--- src/rtl/tdfe_pkg.sv ---
// Package for the timer digit frame encoder.
// Holds the request and result types and the frame constants; no dependencies.
`timescale 1ns / 1ps

package tdfe_pkg;

    // Input request: command byte, elapsed time, generation select
    typedef struct packed {
        logic [7:0]  command_byte;
        logic [19:0] elapsed_ms;
        logic        third_generation;
    } t_in_item;

    // One frame byte with its end-of-frame flags
    typedef struct packed {
        logic [7:0] out_byte;
        logic       is_idle;
        logic       last;
    } t_out_item;

    // Time units in milliseconds, one per digit place
    localparam logic [19:0] MS_PER_MINUTE    = 20'd60000;
    localparam logic [19:0] MS_PER_TEN_SEC   = 20'd10000;
    localparam logic [19:0] MS_PER_SECOND    = 20'd1000;
    localparam logic [19:0] MS_PER_TENTH     = 20'd100;
    localparam logic [19:0] MS_PER_HUNDREDTH = 20'd10;
    localparam logic [19:0] MS_PER_MS        = 20'd1;

    // Saturation limit: 9:59.999
    localparam logic [19:0] MAX_TIME_MS = 20'd599999;

    // Frame byte constants
    localparam logic [6:0] CHECK_BASE = 7'd64;
    localparam logic [7:0] ASCII_ZERO = 8'h30;
    localparam logic [7:0] BYTE_LF    = 8'h0A;
    localparam logic [7:0] BYTE_CR    = 8'h0D;
    localparam logic [7:0] BYTE_IDLE  = 8'h00;

endpackage

--- src/rtl/tdfe_in_reg.sv ---
// Input holding register for the timer digit frame encoder.
// Holds one request until the frame sequencer loads it; uses tdfe_pkg.
`timescale 1ns / 1ps

module tdfe_in_reg (
    input  logic              i_clk,
    input  logic              i_rst_n,
    input  logic              i_valid,
    output logic              o_stall,
    input  tdfe_pkg::t_in_item i_item,
    output logic              o_valid,
    input  logic              i_take,
    output tdfe_pkg::t_in_item o_item
);
    import tdfe_pkg::*;

    logic     r_valid;
    t_in_item r_item;
    logic     w_accept;

    // Stall while a held request is not being taken this cycle
    assign o_stall  = r_valid && !i_take;
    assign w_accept = i_valid && !o_stall;

    // Hold valid flag
    always_ff @(posedge i_clk) begin
        if (!i_rst_n) begin
            r_valid <= 1'b0;
        end else if (w_accept) begin
            r_valid <= 1'b1;
        end else if (i_take) begin
            r_valid <= 1'b0;
        end
    end

    // Capture payload
    always_ff @(posedge i_clk) begin
        if (w_accept) begin
            r_item <= i_item;
        end
    end

    assign o_valid = r_valid;
    assign o_item  = r_item;

endmodule

--- src/rtl/tdfe_frame_seq.sv ---
// Frame sequencer: walks the frame one byte per step, peeling one decimal
// digit off the remaining time at each digit place. Uses tdfe_pkg.
`timescale 1ns / 1ps

module tdfe_frame_seq (
    input  logic               i_clk,
    input  logic               i_rst_n,
    input  logic               i_in_valid,
    input  tdfe_pkg::t_in_item i_in_item,
    output logic               o_load,
    output logic               o_valid,
    input  logic               i_take,
    output tdfe_pkg::t_out_item o_item
);
    import tdfe_pkg::*;

    typedef enum logic [3:0] {
        POS_CMD,
        POS_MIN,
        POS_TSEC,
        POS_SEC,
        POS_TENTH,
        POS_HUND,
        POS_THOU,
        POS_CHECK,
        POS_LF,
        POS_CR,
        POS_IDLE
    } t_pos;

    // Digit of value in one place: count the multiples of unit it reaches
    function automatic logic [3:0] f_digit(input logic [19:0] value,
                                           input logic [19:0] unit);
        logic [3:0]  digit;
        logic [19:0] limit;
        digit = 4'd0;
        for (int k = 1; k <= 9; k++) begin
            limit = 20'(32'(k) * 32'(unit));
            if (value >= limit) begin
                digit = 4'(k);
            end
        end
        return digit;
    endfunction

    logic        r_busy;
    t_pos        r_pos;
    logic [19:0] r_rem;
    logic [6:0]  r_sum;
    logic [7:0]  r_cmd;
    logic        r_gen3;

    t_pos        n_pos;
    logic [3:0]  w_digit;
    logic [19:0] w_unit;
    logic        w_is_digit;
    logic [19:0] w_sat_ms;

    // Load a new request when idle or when the idle marker leaves
    assign o_load = i_in_valid && (!r_busy || (i_take && r_pos == POS_IDLE));

    assign w_sat_ms = (i_in_item.elapsed_ms > MAX_TIME_MS) ? MAX_TIME_MS
                                                           : i_in_item.elapsed_ms;

    // Select the unit of the current digit place
    always_comb begin
        w_is_digit = 1'b1;
        w_unit     = MS_PER_MS;
        unique case (r_pos)
            POS_MIN:   w_unit = MS_PER_MINUTE;
            POS_TSEC:  w_unit = MS_PER_TEN_SEC;
            POS_SEC:   w_unit = MS_PER_SECOND;
            POS_TENTH: w_unit = MS_PER_TENTH;
            POS_HUND:  w_unit = MS_PER_HUNDREDTH;
            POS_THOU:  w_unit = MS_PER_MS;
            default:   w_is_digit = 1'b0;
        endcase
    end

    // Extract the digit of the current place
    always_comb begin
        w_digit = 4'd0;
        unique case (r_pos)
            POS_MIN:   w_digit = f_digit(r_rem, MS_PER_MINUTE);
            POS_TSEC:  w_digit = f_digit(r_rem, MS_PER_TEN_SEC);
            POS_SEC:   w_digit = f_digit(r_rem, MS_PER_SECOND);
            POS_TENTH: w_digit = f_digit(r_rem, MS_PER_TENTH);
            POS_HUND:  w_digit = f_digit(r_rem, MS_PER_HUNDREDTH);
            POS_THOU:  w_digit = f_digit(r_rem, MS_PER_MS);
            default:   w_digit = 4'd0;
        endcase
    end

    // Advance through the frame, dropping the thousandths in generation 2
    always_comb begin
        n_pos = r_pos;
        unique case (r_pos)
            POS_CMD:   n_pos = POS_MIN;
            POS_MIN:   n_pos = POS_TSEC;
            POS_TSEC:  n_pos = POS_SEC;
            POS_SEC:   n_pos = POS_TENTH;
            POS_TENTH: n_pos = POS_HUND;
            POS_HUND:  n_pos = r_gen3 ? POS_THOU : POS_CHECK;
            POS_THOU:  n_pos = POS_CHECK;
            POS_CHECK: n_pos = POS_LF;
            POS_LF:    n_pos = POS_CR;
            POS_CR:    n_pos = POS_IDLE;
            default:   n_pos = POS_CMD;
        endcase
    end

    // Hold sequencer state
    always_ff @(posedge i_clk) begin
        if (!i_rst_n) begin
            r_busy <= 1'b0;
            r_pos  <= POS_CMD;
        end else if (o_load) begin
            r_busy <= 1'b1;
            r_pos  <= POS_CMD;
        end else if (i_take) begin
            if (r_pos == POS_IDLE) begin
                r_busy <= 1'b0;
            end
            r_pos <= n_pos;
        end
    end

    // Hold frame payload: remaining time, running checksum, command
    always_ff @(posedge i_clk) begin
        if (o_load) begin
            r_rem  <= w_sat_ms;
            r_sum  <= CHECK_BASE;
            r_cmd  <= i_in_item.command_byte;
            r_gen3 <= i_in_item.third_generation;
        end else if (i_take && w_is_digit) begin
            r_rem <= r_rem - 20'(32'(w_digit) * 32'(w_unit));
            r_sum <= r_sum + 7'(w_digit);
        end
    end

    // Form the current frame byte
    always_comb begin
        o_item.is_idle = 1'b0;
        o_item.last    = 1'b0;
        unique case (r_pos)
            POS_CMD:   o_item.out_byte = r_cmd;
            POS_CHECK: o_item.out_byte = {1'b0, r_sum};
            POS_LF:    o_item.out_byte = BYTE_LF;
            POS_CR:    o_item.out_byte = BYTE_CR;
            POS_IDLE: begin
                o_item.out_byte = BYTE_IDLE;
                o_item.is_idle  = 1'b1;
                o_item.last     = 1'b1;
            end
            default:   o_item.out_byte = ASCII_ZERO + 8'(w_digit);
        endcase
    end

    assign o_valid = r_busy;

endmodule

--- src/rtl/timer_digit_frame_encoder_top.sv ---
// Top level of the timer digit frame encoder.
// Instantiates tdfe_in_reg and tdfe_frame_seq and holds the result register;
// uses tdfe_pkg.
//
// Usage:
//   Input channel (i_in_valid / o_in_stall / i_in_item) takes one request: a
//   command byte, an elapsed time in ms and a generation select. Output
//   channel (o_out_valid / i_out_stall / o_out_item) returns the frame one
//   byte per result: command, digits (M, 10s, s, 0.1s, 0.01s and, in
//   generation 3, 0.001s), checksum, LF, CR, then the idle marker flagged as
//   last. Times above 9:59.999 saturate to 599999 ms.
//   An accepted request passes through the input register, the sequencer
//   and the result register before its command byte appears. A frame is
//   10 bytes in generation 2 and 11 in generation 3, one frame byte per
//   cycle while the receiver does not stall; the input register takes the
//   next request while a frame is going out, and frames follow without gaps.
//   Reset clears the input register, sequencer and result register valid
//   flags. While the receiver stalls, the result register holds its byte,
//   the sequencer holds its place and the input register fills and stalls.
`timescale 1ns / 1ps

module timer_digit_frame_encoder_top (
    input  logic                i_clk,
    input  logic                i_rst_n,
    input  logic                i_in_valid,
    output logic                o_in_stall,
    input  tdfe_pkg::t_in_item  i_in_item,
    output logic                o_out_valid,
    input  logic                i_out_stall,
    output tdfe_pkg::t_out_item o_out_item
);
    import tdfe_pkg::*;

    logic      w_held_valid;
    t_in_item  w_held_item;
    logic      w_load;
    logic      w_seq_valid;
    t_out_item w_seq_item;
    logic      w_take;

    logic      r_out_valid;
    t_out_item r_out_item;

    tdfe_in_reg u_in_reg (
        .i_clk   (i_clk),
        .i_rst_n (i_rst_n),
        .i_valid (i_in_valid),
        .o_stall (o_in_stall),
        .i_item  (i_in_item),
        .o_valid (w_held_valid),
        .i_take  (w_load),
        .o_item  (w_held_item)
    );

    tdfe_frame_seq u_frame_seq (
        .i_clk      (i_clk),
        .i_rst_n    (i_rst_n),
        .i_in_valid (w_held_valid),
        .i_in_item  (w_held_item),
        .o_load     (w_load),
        .o_valid    (w_seq_valid),
        .i_take     (w_take),
        .o_item     (w_seq_item)
    );

    // Move a byte into the result register when it is empty or draining
    assign w_take = w_seq_valid && (!r_out_valid || !i_out_stall);

    // Hold result valid
    always_ff @(posedge i_clk) begin
        if (!i_rst_n) begin
            r_out_valid <= 1'b0;
        end else if (w_take) begin
            r_out_valid <= 1'b1;
        end else if (!i_out_stall) begin
            r_out_valid <= 1'b0;
        end
    end

    // Capture result payload
    always_ff @(posedge i_clk) begin
        if (w_take) begin
            r_out_item <= w_seq_item;
        end
    end

    assign o_out_valid = r_out_valid;
    assign o_out_item  = r_out_item;

endmodule

--- config.mk ---
export PLATFORM = sky130hd
export DESIGN_NAME = timer_digit_frame_encoder_top
export DESIGN_NICKNAME = d
export VERILOG_FILES = /design/src/rtl/tdfe_pkg.sv /design/src/rtl/tdfe_in_reg.sv /design/src/rtl/tdfe_frame_seq.sv /design/src/rtl/timer_digit_frame_encoder_top.sv
export SDC_FILE = /design/constraint.sdc
export NUM_CORES = 1
export LEC_CHECK = 0
export ABC_AREA = 1
export BUFFER_PORTS_ARGS = -buffer_cell sky130_fd_sc_hd__buf_2
export CELL_PAD_IN_SITES_DETAIL_PLACEMENT = 1
export CELL_PAD_IN_SITES_GLOBAL_PLACEMENT = 2
export CORE_MARGIN = 2
export CORE_UTILIZATION = 33
export CTS_CLUSTER_SIZE = 30
export DETAILED_ROUTE_END_ITERATION = 10
export PLACE_DENSITY_LB_ADDON = 0.1
export SLEW_MARGIN = 10
export SYNTH_ARGS = -nofsm -noshare
export SYNTH_HDL_FRONTEND = slang
export SYNTH_SLANG_ARGS = --single-unit
--- constraint.sdc ---
create_clock -name i_clk -period 5.43 [get_ports i_clk]
set_input_delay 0.2715 -clock i_clk [delete_from_list [all_inputs] [get_ports i_clk]]
set_output_delay 0.2715 -clock i_clk [all_outputs]
set_load 0.05 [all_outputs]
# ---- Yosys cells after proc, flatten, opt, wreduce, memory -nomap -nowiden
# Cells that the tools add are included.
dict set report op_classes {
  add_sub_neg 3
  mul 1
  magnitude_cmp 54
  n_eq_ne 11
  n_mux 71
  n_bitwise 1
  n_reduce_logical 21
}
# operator n
set op_table {}
lappend op_table {{20-bit by 10-bit greater-or-equal comparator with 1-bit output (second input constant)} 5}
lappend op_table {{20-bit by 13-bit greater-or-equal comparator with 1-bit output (second input constant)} 4}
lappend op_table {{20-bit by 17-bit greater-or-equal comparator with 1-bit output (second input constant)} 4}
lappend op_table {{20-bit by 19-bit greater-or-equal comparator with 1-bit output (second input constant)} 4}
lappend op_table {{20-bit by 3-bit greater-or-equal comparator with 1-bit output (second input constant)} 4}
lappend op_table {{20-bit by 7-bit greater-or-equal comparator with 1-bit output (second input constant)} 4}
lappend op_table {{16-bit case mux with 5 select lines} 1}
lappend op_table {{3-bit two-way mux} 24}
lappend op_table {{20-bit by 16-bit greater-or-equal comparator with 1-bit output (second input constant)} 3}
lappend op_table {{20-bit by 4-bit greater-or-equal comparator with 1-bit output (second input constant)} 3}
lappend op_table {{20-bit by 6-bit greater-or-equal comparator with 1-bit output (second input constant)} 3}
lappend op_table {{20-bit by 9-bit greater-or-equal comparator with 1-bit output (second input constant)} 3}
lappend op_table {{20-bit two-way mux} 3}
lappend op_table {{4-bit two-way mux} 12}
lappend op_table {{20-bit by 12-bit greater-or-equal comparator with 1-bit output (second input constant)} 2}
lappend op_table {{20-bit by 14-bit greater-or-equal comparator with 1-bit output (second input constant)} 2}
lappend op_table {{20-bit by 15-bit greater-or-equal comparator with 1-bit output (second input constant)} 2}
lappend op_table {{20-bit by 18-bit greater-or-equal comparator with 1-bit output (second input constant)} 2}
lappend op_table {{20-bit by 2-bit greater-or-equal comparator with 1-bit output (second input constant)} 2}
lappend op_table {{20-bit by 5-bit greater-or-equal comparator with 1-bit output (second input constant)} 2}
lappend op_table {{4-bit case mux with 10 select lines} 1}
lappend op_table {{8-bit case mux with 5 select lines} 1}
lappend op_table {{2-bit two-way mux} 13}
lappend op_table {{4-bit case mux with 6 select lines} 1}
lappend op_table {{other kinds (24)} 57}
dict set report totals {
  ff_bits 82
  input_bits 33
  output_inout_bits 12
  word_cells 176
}

# ---- Logic depth before layout (Yosys ltp)
dict set report depth {
  word_depth 15
  ltp_mapped 35
  ltp_nobuf 34
}

# ---- By module
# A second synthesis with hierarchy kept.
dict set report hier_totals {
  hier_cells 1012
  area_unflattened_um2 7606.0
}
# module instances cells_per_inst area_per_inst_um2 seq_area_each_um2
set modules_own_cells {}
lappend modules_own_cells {tdfe_frame_seq 1 959 6339.8 1111.1}
lappend modules_own_cells {tdfe_in_reg 1 37 920.9 890.9}
lappend modules_own_cells {timer_digit_frame_encoder_top 1 16 345.3 320.3}

# ---- Least setup slack after synthesis
# No wires, ideal clock.
dict set report synth_path {
  path_type {register to register}
  start {register u_frame_seq.r_rem[17]}
  end {register u_frame_seq.r_rem[13], data pin}
  setup_time_ns 0.260
  t_arrival_ns 4.937
  t_required_ns 5.170
  path_slack_ns 0.233
  stages_incl_launch_ff 26
  n_path_buf 1
  synth_period_minus_slack_ns 5.197
  cell_sequence {edfxtp_1 > nor2_4 > nand2_4 > nor2_8 > buf_6 > o21ai_1 > inv_2 > nor2_1 > nor3_4 > o2111ai_4 > and2_1 > fa_1 > inv_1 > fa_1 > inv_1 > fa_1 > inv_1 > ha_1 > nand2_1 > nor4_1 > a21oi_1 > or2_2 > nand3_1 > nand2_1 > nor2_1 > a21oi_1}
}
dict set report synth_via {
  elab_chain_len 15
  word_cells_on_any_way 112
  classes_between {add/sub (1); mul (1); order compare (53); mux (57)}
}
# item line_no
set synth_rtl {}
lappend synth_rtl {{from (decl)} tdfe_frame_seq.sv:48} ;# logic [19:0] r_rem;
lappend synth_rtl {{from (signal assigned)} tdfe_frame_seq.sv:131} ;# r_rem <= w_sat_ms;
lappend synth_rtl {{from (signal assigned)} tdfe_frame_seq.sv:136} ;# r_rem <= r_rem - 20'(32'(w_digit) * 32'(w_unit));
lappend synth_rtl {{20-bit by 1-bit greater-or-equal comparator with 1-bit output (tied with other cells)} tdfe_frame_seq.sv:39} ;# if (value >= limit) begin
lappend synth_rtl {{1-bit two-way mux} tdfe_frame_seq.sv:39}
lappend synth_rtl {{2-bit two-way mux (2 in a row)} tdfe_frame_seq.sv:39}
lappend synth_rtl {{3-bit two-way mux (4 in a row)} tdfe_frame_seq.sv:39}
lappend synth_rtl {{4-bit two-way mux (2 in a row)} tdfe_frame_seq.sv:39}
lappend synth_rtl {{4-bit case mux with 6 select lines (*)} tdfe_frame_seq.sv:83} ;# unique case (r_pos)
lappend synth_rtl {{4-bit by 16-bit multiplier with 20-bit output (*)} tdfe_frame_seq.sv:136}
lappend synth_rtl {{20-bit subtractor (*)} tdfe_frame_seq.sv:136}
lappend synth_rtl {{20-bit two-way mux (*)} tdfe_frame_seq.sv:135} ;# end else if (i_take && w_is_digit) begin
lappend synth_rtl {{20-bit two-way mux (*)} tdfe_frame_seq.sv:130} ;# if (o_load) begin
# Mark *: on every way between the ends. The rest lies on a longest branch, timed or not. The select of a mux whose other input is x is not followed.
# A chain may end at the register's enable or synchronous reset.

# ---- Final worst setup path
dict set report layout_path {
  start {register u_frame_seq.r_rem[14]}
  end {register u_frame_seq.r_rem[15], data pin}
}
dict set report layout_via {
  elab_chain_len 15
  word_cells_on_any_way 112
  classes_between {add/sub (1); mul (1); order compare (53); mux (57)}
}
# item line_no
set layout_rtl {}
lappend layout_rtl {{20-bit by 1-bit greater-or-equal comparator with 1-bit output (tied with other cells)} tdfe_frame_seq.sv:39}
lappend layout_rtl {{1-bit two-way mux} tdfe_frame_seq.sv:39}
lappend layout_rtl {{2-bit two-way mux (2 in a row)} tdfe_frame_seq.sv:39}
lappend layout_rtl {{3-bit two-way mux (4 in a row)} tdfe_frame_seq.sv:39}
lappend layout_rtl {{4-bit two-way mux (2 in a row)} tdfe_frame_seq.sv:39}
lappend layout_rtl {{4-bit case mux with 6 select lines} tdfe_frame_seq.sv:83}
lappend layout_rtl {{4-bit by 16-bit multiplier with 20-bit output} tdfe_frame_seq.sv:136}
lappend layout_rtl {{20-bit subtractor (*)} tdfe_frame_seq.sv:136}
lappend layout_rtl {{20-bit two-way mux (*)} tdfe_frame_seq.sv:135}
lappend layout_rtl {{20-bit two-way mux (*)} tdfe_frame_seq.sv:130}
# Marks and branches as above.

==> results.ini <==
[outcome]
status = complete, but fails checks
violations = setup timing

[critical_path]
crit_family = adder cells
rrSetupSlack_ns = -0.08
worstRegToRegCells = 28
crit_slowest_cell = fa_1
worstPathRequired_ns = 5.54
cpMostUsedCell = nand2_1
cp-endpoint = u_frame_seq.r_rem[15]$_DFFE_PP_
path_class = flip-flop to flip-flop
crit_buf_inv = 7
path_depth = 28
critical-path-max-stage-delay_ns = 0.52
startpoint = u_frame_seq.r_rem[14]$_DFFE_PP_
worstReg2RegEnd = u_frame_seq.r_rem[15]$_DFFE_PP_
arrival_ns = 5.61
worst_setup_path_start_kind = flip-flop
r2r-start = u_frame_seq.r_rem[14]$_DFFE_PP_
end_kind = flip-flop
path_max_fanout = 4

[timing]
drv_slew = 0
skew_ns = 0.0146
finalCriticalPeriod_ns = 5.51
slew_headroom = 0.258
rsz0062_at_grt = true
fmax_mhz = 182
fin_crit_sh = 1.01
finalHoldViolCount = 0
tightest_slew_ns = 1.11
setup_viol = 2
setup_ws_ns = -0.0764

[synthesis]
synthTopCellsByCount = nand2_1 (219), inv_1 (198), nor2_1 (118)
synth-seq-area-share = 0.292
syn_inst = 1042
synthTopCellsByArea = edfxtp_1 (26%), fa_1 (11%), nand2_1 (10%), inv_1 (9.5%), ha_1 (5.7%)
synth_edf_count = 67
yosysWarnings = 0
syn_area_sq_mm = 0.00785
synth_async_sr_flop_share = 0
synthesis.nets = 1153
ys_types = 62
ys.flop_type = edfxtp_1
synth-seq-cells = 81
yosysTopAreaCell = edfxtp_1
yosysMostFrequentCell = nand2_1
synth.avg_cell_area_sq_um = 7.54
synth_top_area_share = 0.256

[floorplan]
io_pins = 45
core_area_sq_mm = 0.0234
die_h_um = 158
initial_core_util = 0.336
die_area_sq_mm = 0.0250
fp-row-count = 56
die_w_um = 158

[layout]
fin_nets = 1453
n_fill_cell = 2950
regArea_sq_mm = 0.00229
multi_input_area_sq_mm = 0.00524
final_area_sq_mm = 0.0113
antenna_cells = 0
syn_to_final_growth_pct = 44.1
final_cells = 1666
layout-drive-gt1-share = 0.383
fin_util = 0.484

[route]
routedWlPerCell_um = 18.0
drt_pass1_iterations = 5
via_per_inst = 4.79
antenna_left = 0
drt_iter0_drc = 322
remaining_drc_errors = 0
drt-total-wl_um = 29900
vias = 7985

[clocking]
clock_latency_ns = 0.35
clkTransAtPathRegs_ns = 0.08
htreeDepth = 3
cts_made_buffers = 9
cts_sinks = 81
clk_path_buf_depth = 2
root_buffer = clkbuf_16
tritoncts = yes

[global_routing]
grt_pass1_vias = 8386
grt_pass1_wl_um = 45600
antenna_found_initial = 0
grt_max_degree = 30
grt_overflow = 0
grt.total_usage = 0.243

[place]
place.detailed.hpwl_um = 24600
gp_congestion = 0.955
dp.cells = 1614
dpl_cell_area_sq_mm = 0.0101
post-place-ws_ns = -0.263
port-buffer-count = 44

[power_and_ir_drop]
ir_drop_mv = 0.167
p_leak_nw = 5.31
cellPowerDensity_mw_per_mm2 = 251

[run]
maxCapViolCount = 0

[min_path]
min_path_type = input port to flip-flop

==> timing repair <==
item                                   4_1_cts  5_1_grt
pin swaps                                   11       57
buffers inserted                            15       21
endpoints found under the hold margin        0        0
setup endpoints to repair                    9       12
resized for setup                           51      114
cloned                                       0        0
hold buffers                                 0        0
==> sequential cells by signal, summed over array words and instances (netlist names) <==
register	count
u_frame_seq.r_sum	7
o_out_valid	1
u_frame_seq.r_cmd	8
o_out_item	9
u_frame_seq.r_pos	4
u_frame_seq.r_gen3	1
u_frame_seq.r_rem	20
u_in_reg.o_valid	1
u_frame_seq.o_valid	1
u_in_reg.o_item	29
==> per-layer routing <==
metal / share of wire / global-route usage
met1: 0.47 / 0.327
met2: 0.49 / 0.417
met3: 0.022 / 0.0207
met4: 0.022 / 0.0704
met5: 0 / 0
==> cell families (layout without fill, tap and decap cells) <==
| family | Yosys count | after routing | share of synthesized area |
|---|---|---|---|
| adders and majority gates | 78 | 78 | 0.164 |
| buffers and inverters | 235 | 540 | 0.119 |
| AOI/OAI and AO/OA | 184 | 184 | 0.144 |
| DFF | 81 | 81 | 0.292 |
| and+or+nand+nor | 452 | 452 | 0.267 |
| xor gates and xnor gates | 12 | 12 | 0.0134 |
==> power breakdown <==
part | total, mW | internal, mW | switching, mW | leakage (nW)
combinational | 1.40 | 0.609 | 0.786 | 4.41
clock | 0.657 | 0.366 | 0.291 | 0.146
sequential | 0.790 | 0.748 | 0.0420 | 0.751
total | 2.84 | 1.72 | 1.12 | 5.31
==> cell usage in the layout, fill, tap and decap left out, types with 9 or more instances in the layout <==
cell | netlist | final
ha_1 | 36 | 27
nor3_1 | 9 | 9
a31oi_1 | 14 | 10
nand2_1 | 219 | 196
dfxtp_1 | 14 | 14
nand2_2 | 7 | 24
a21oi_2 | 3 | 18
o211ai_1 | 9 | 9
nand4_1 | 9 | 9
nor2_4 | 7 | 13
a21oi_1 | 66 | 49
inv_2 | 20 | 34
edfxtp_1 | 67 | 67
nand3_1 | 42 | 31
nor2_1 | 118 | 100
fa_1 | 42 | 42
o21ai_1 | 10 | 10
clkbuf_16 | 0 | 9
nor2_2 | 6 | 18
buf_2 | 4 | 44
buf_4 | 5 | 251
nand3_2 | 3 | 12
inv_1 | 198 | 183
o21ai_2 | 3 | 14
o21ai_0 | 48 | 37
==> area by class of cell <==
class,instances,share of cell area
multi-input cells,726,0.463
flip-flops and latches,81,0.203
repair buffers,304,0.198
inverters,220,0.0736
well taps,319,0.0353
clock buffers,9,0.0199
clock inverters,7,0.00774
==> metrics by stage <==
stage / power (mW) / hold slack, ns / TNS, ns
finish: 2.84 / 0.0895 / -0.0799
global route: 3.01 / 0.0835 / -1.64
CTS: 2.70 / 0.0781 / 0
detailed placement: 1.96 / 0.406 / -1.76
global placement: 1.95 / 0.400 / -1.61
floorplan: 1.40 / 0.370 / 0
==> worst min-delay path by stage <==
stage | startpoint | endpoint | slack, ns | cells past startpoint
3_5_place_dp | u_in_reg.o_item[23]$_DFFE_PP_ | u_frame_seq.r_cmd[2]$_DFFE_PP_ | 0.41 | 0
3_3_place_gp | u_in_reg.o_item[27]$_DFFE_PP_ | u_frame_seq.r_cmd[6]$_DFFE_PP_ | 0.40 | 0
4_1_cts | i_in_item[13] | u_in_reg.o_item[13]$_DFFE_PP_ | 0.08 | 1
5_1_grt | i_in_item[13] | u_in_reg.o_item[13]$_DFFE_PP_ | 0.08 | 1
6_report | i_in_item[13] | u_in_reg.o_item[13]$_DFFE_PP_ | 0.09 | 1
2_1_floorplan | i_in_item[0] | u_in_reg.o_item[0]$_DFFE_PP_ | 0.37 | 0
Note: power is estimated with default switching activity, not from simulation.
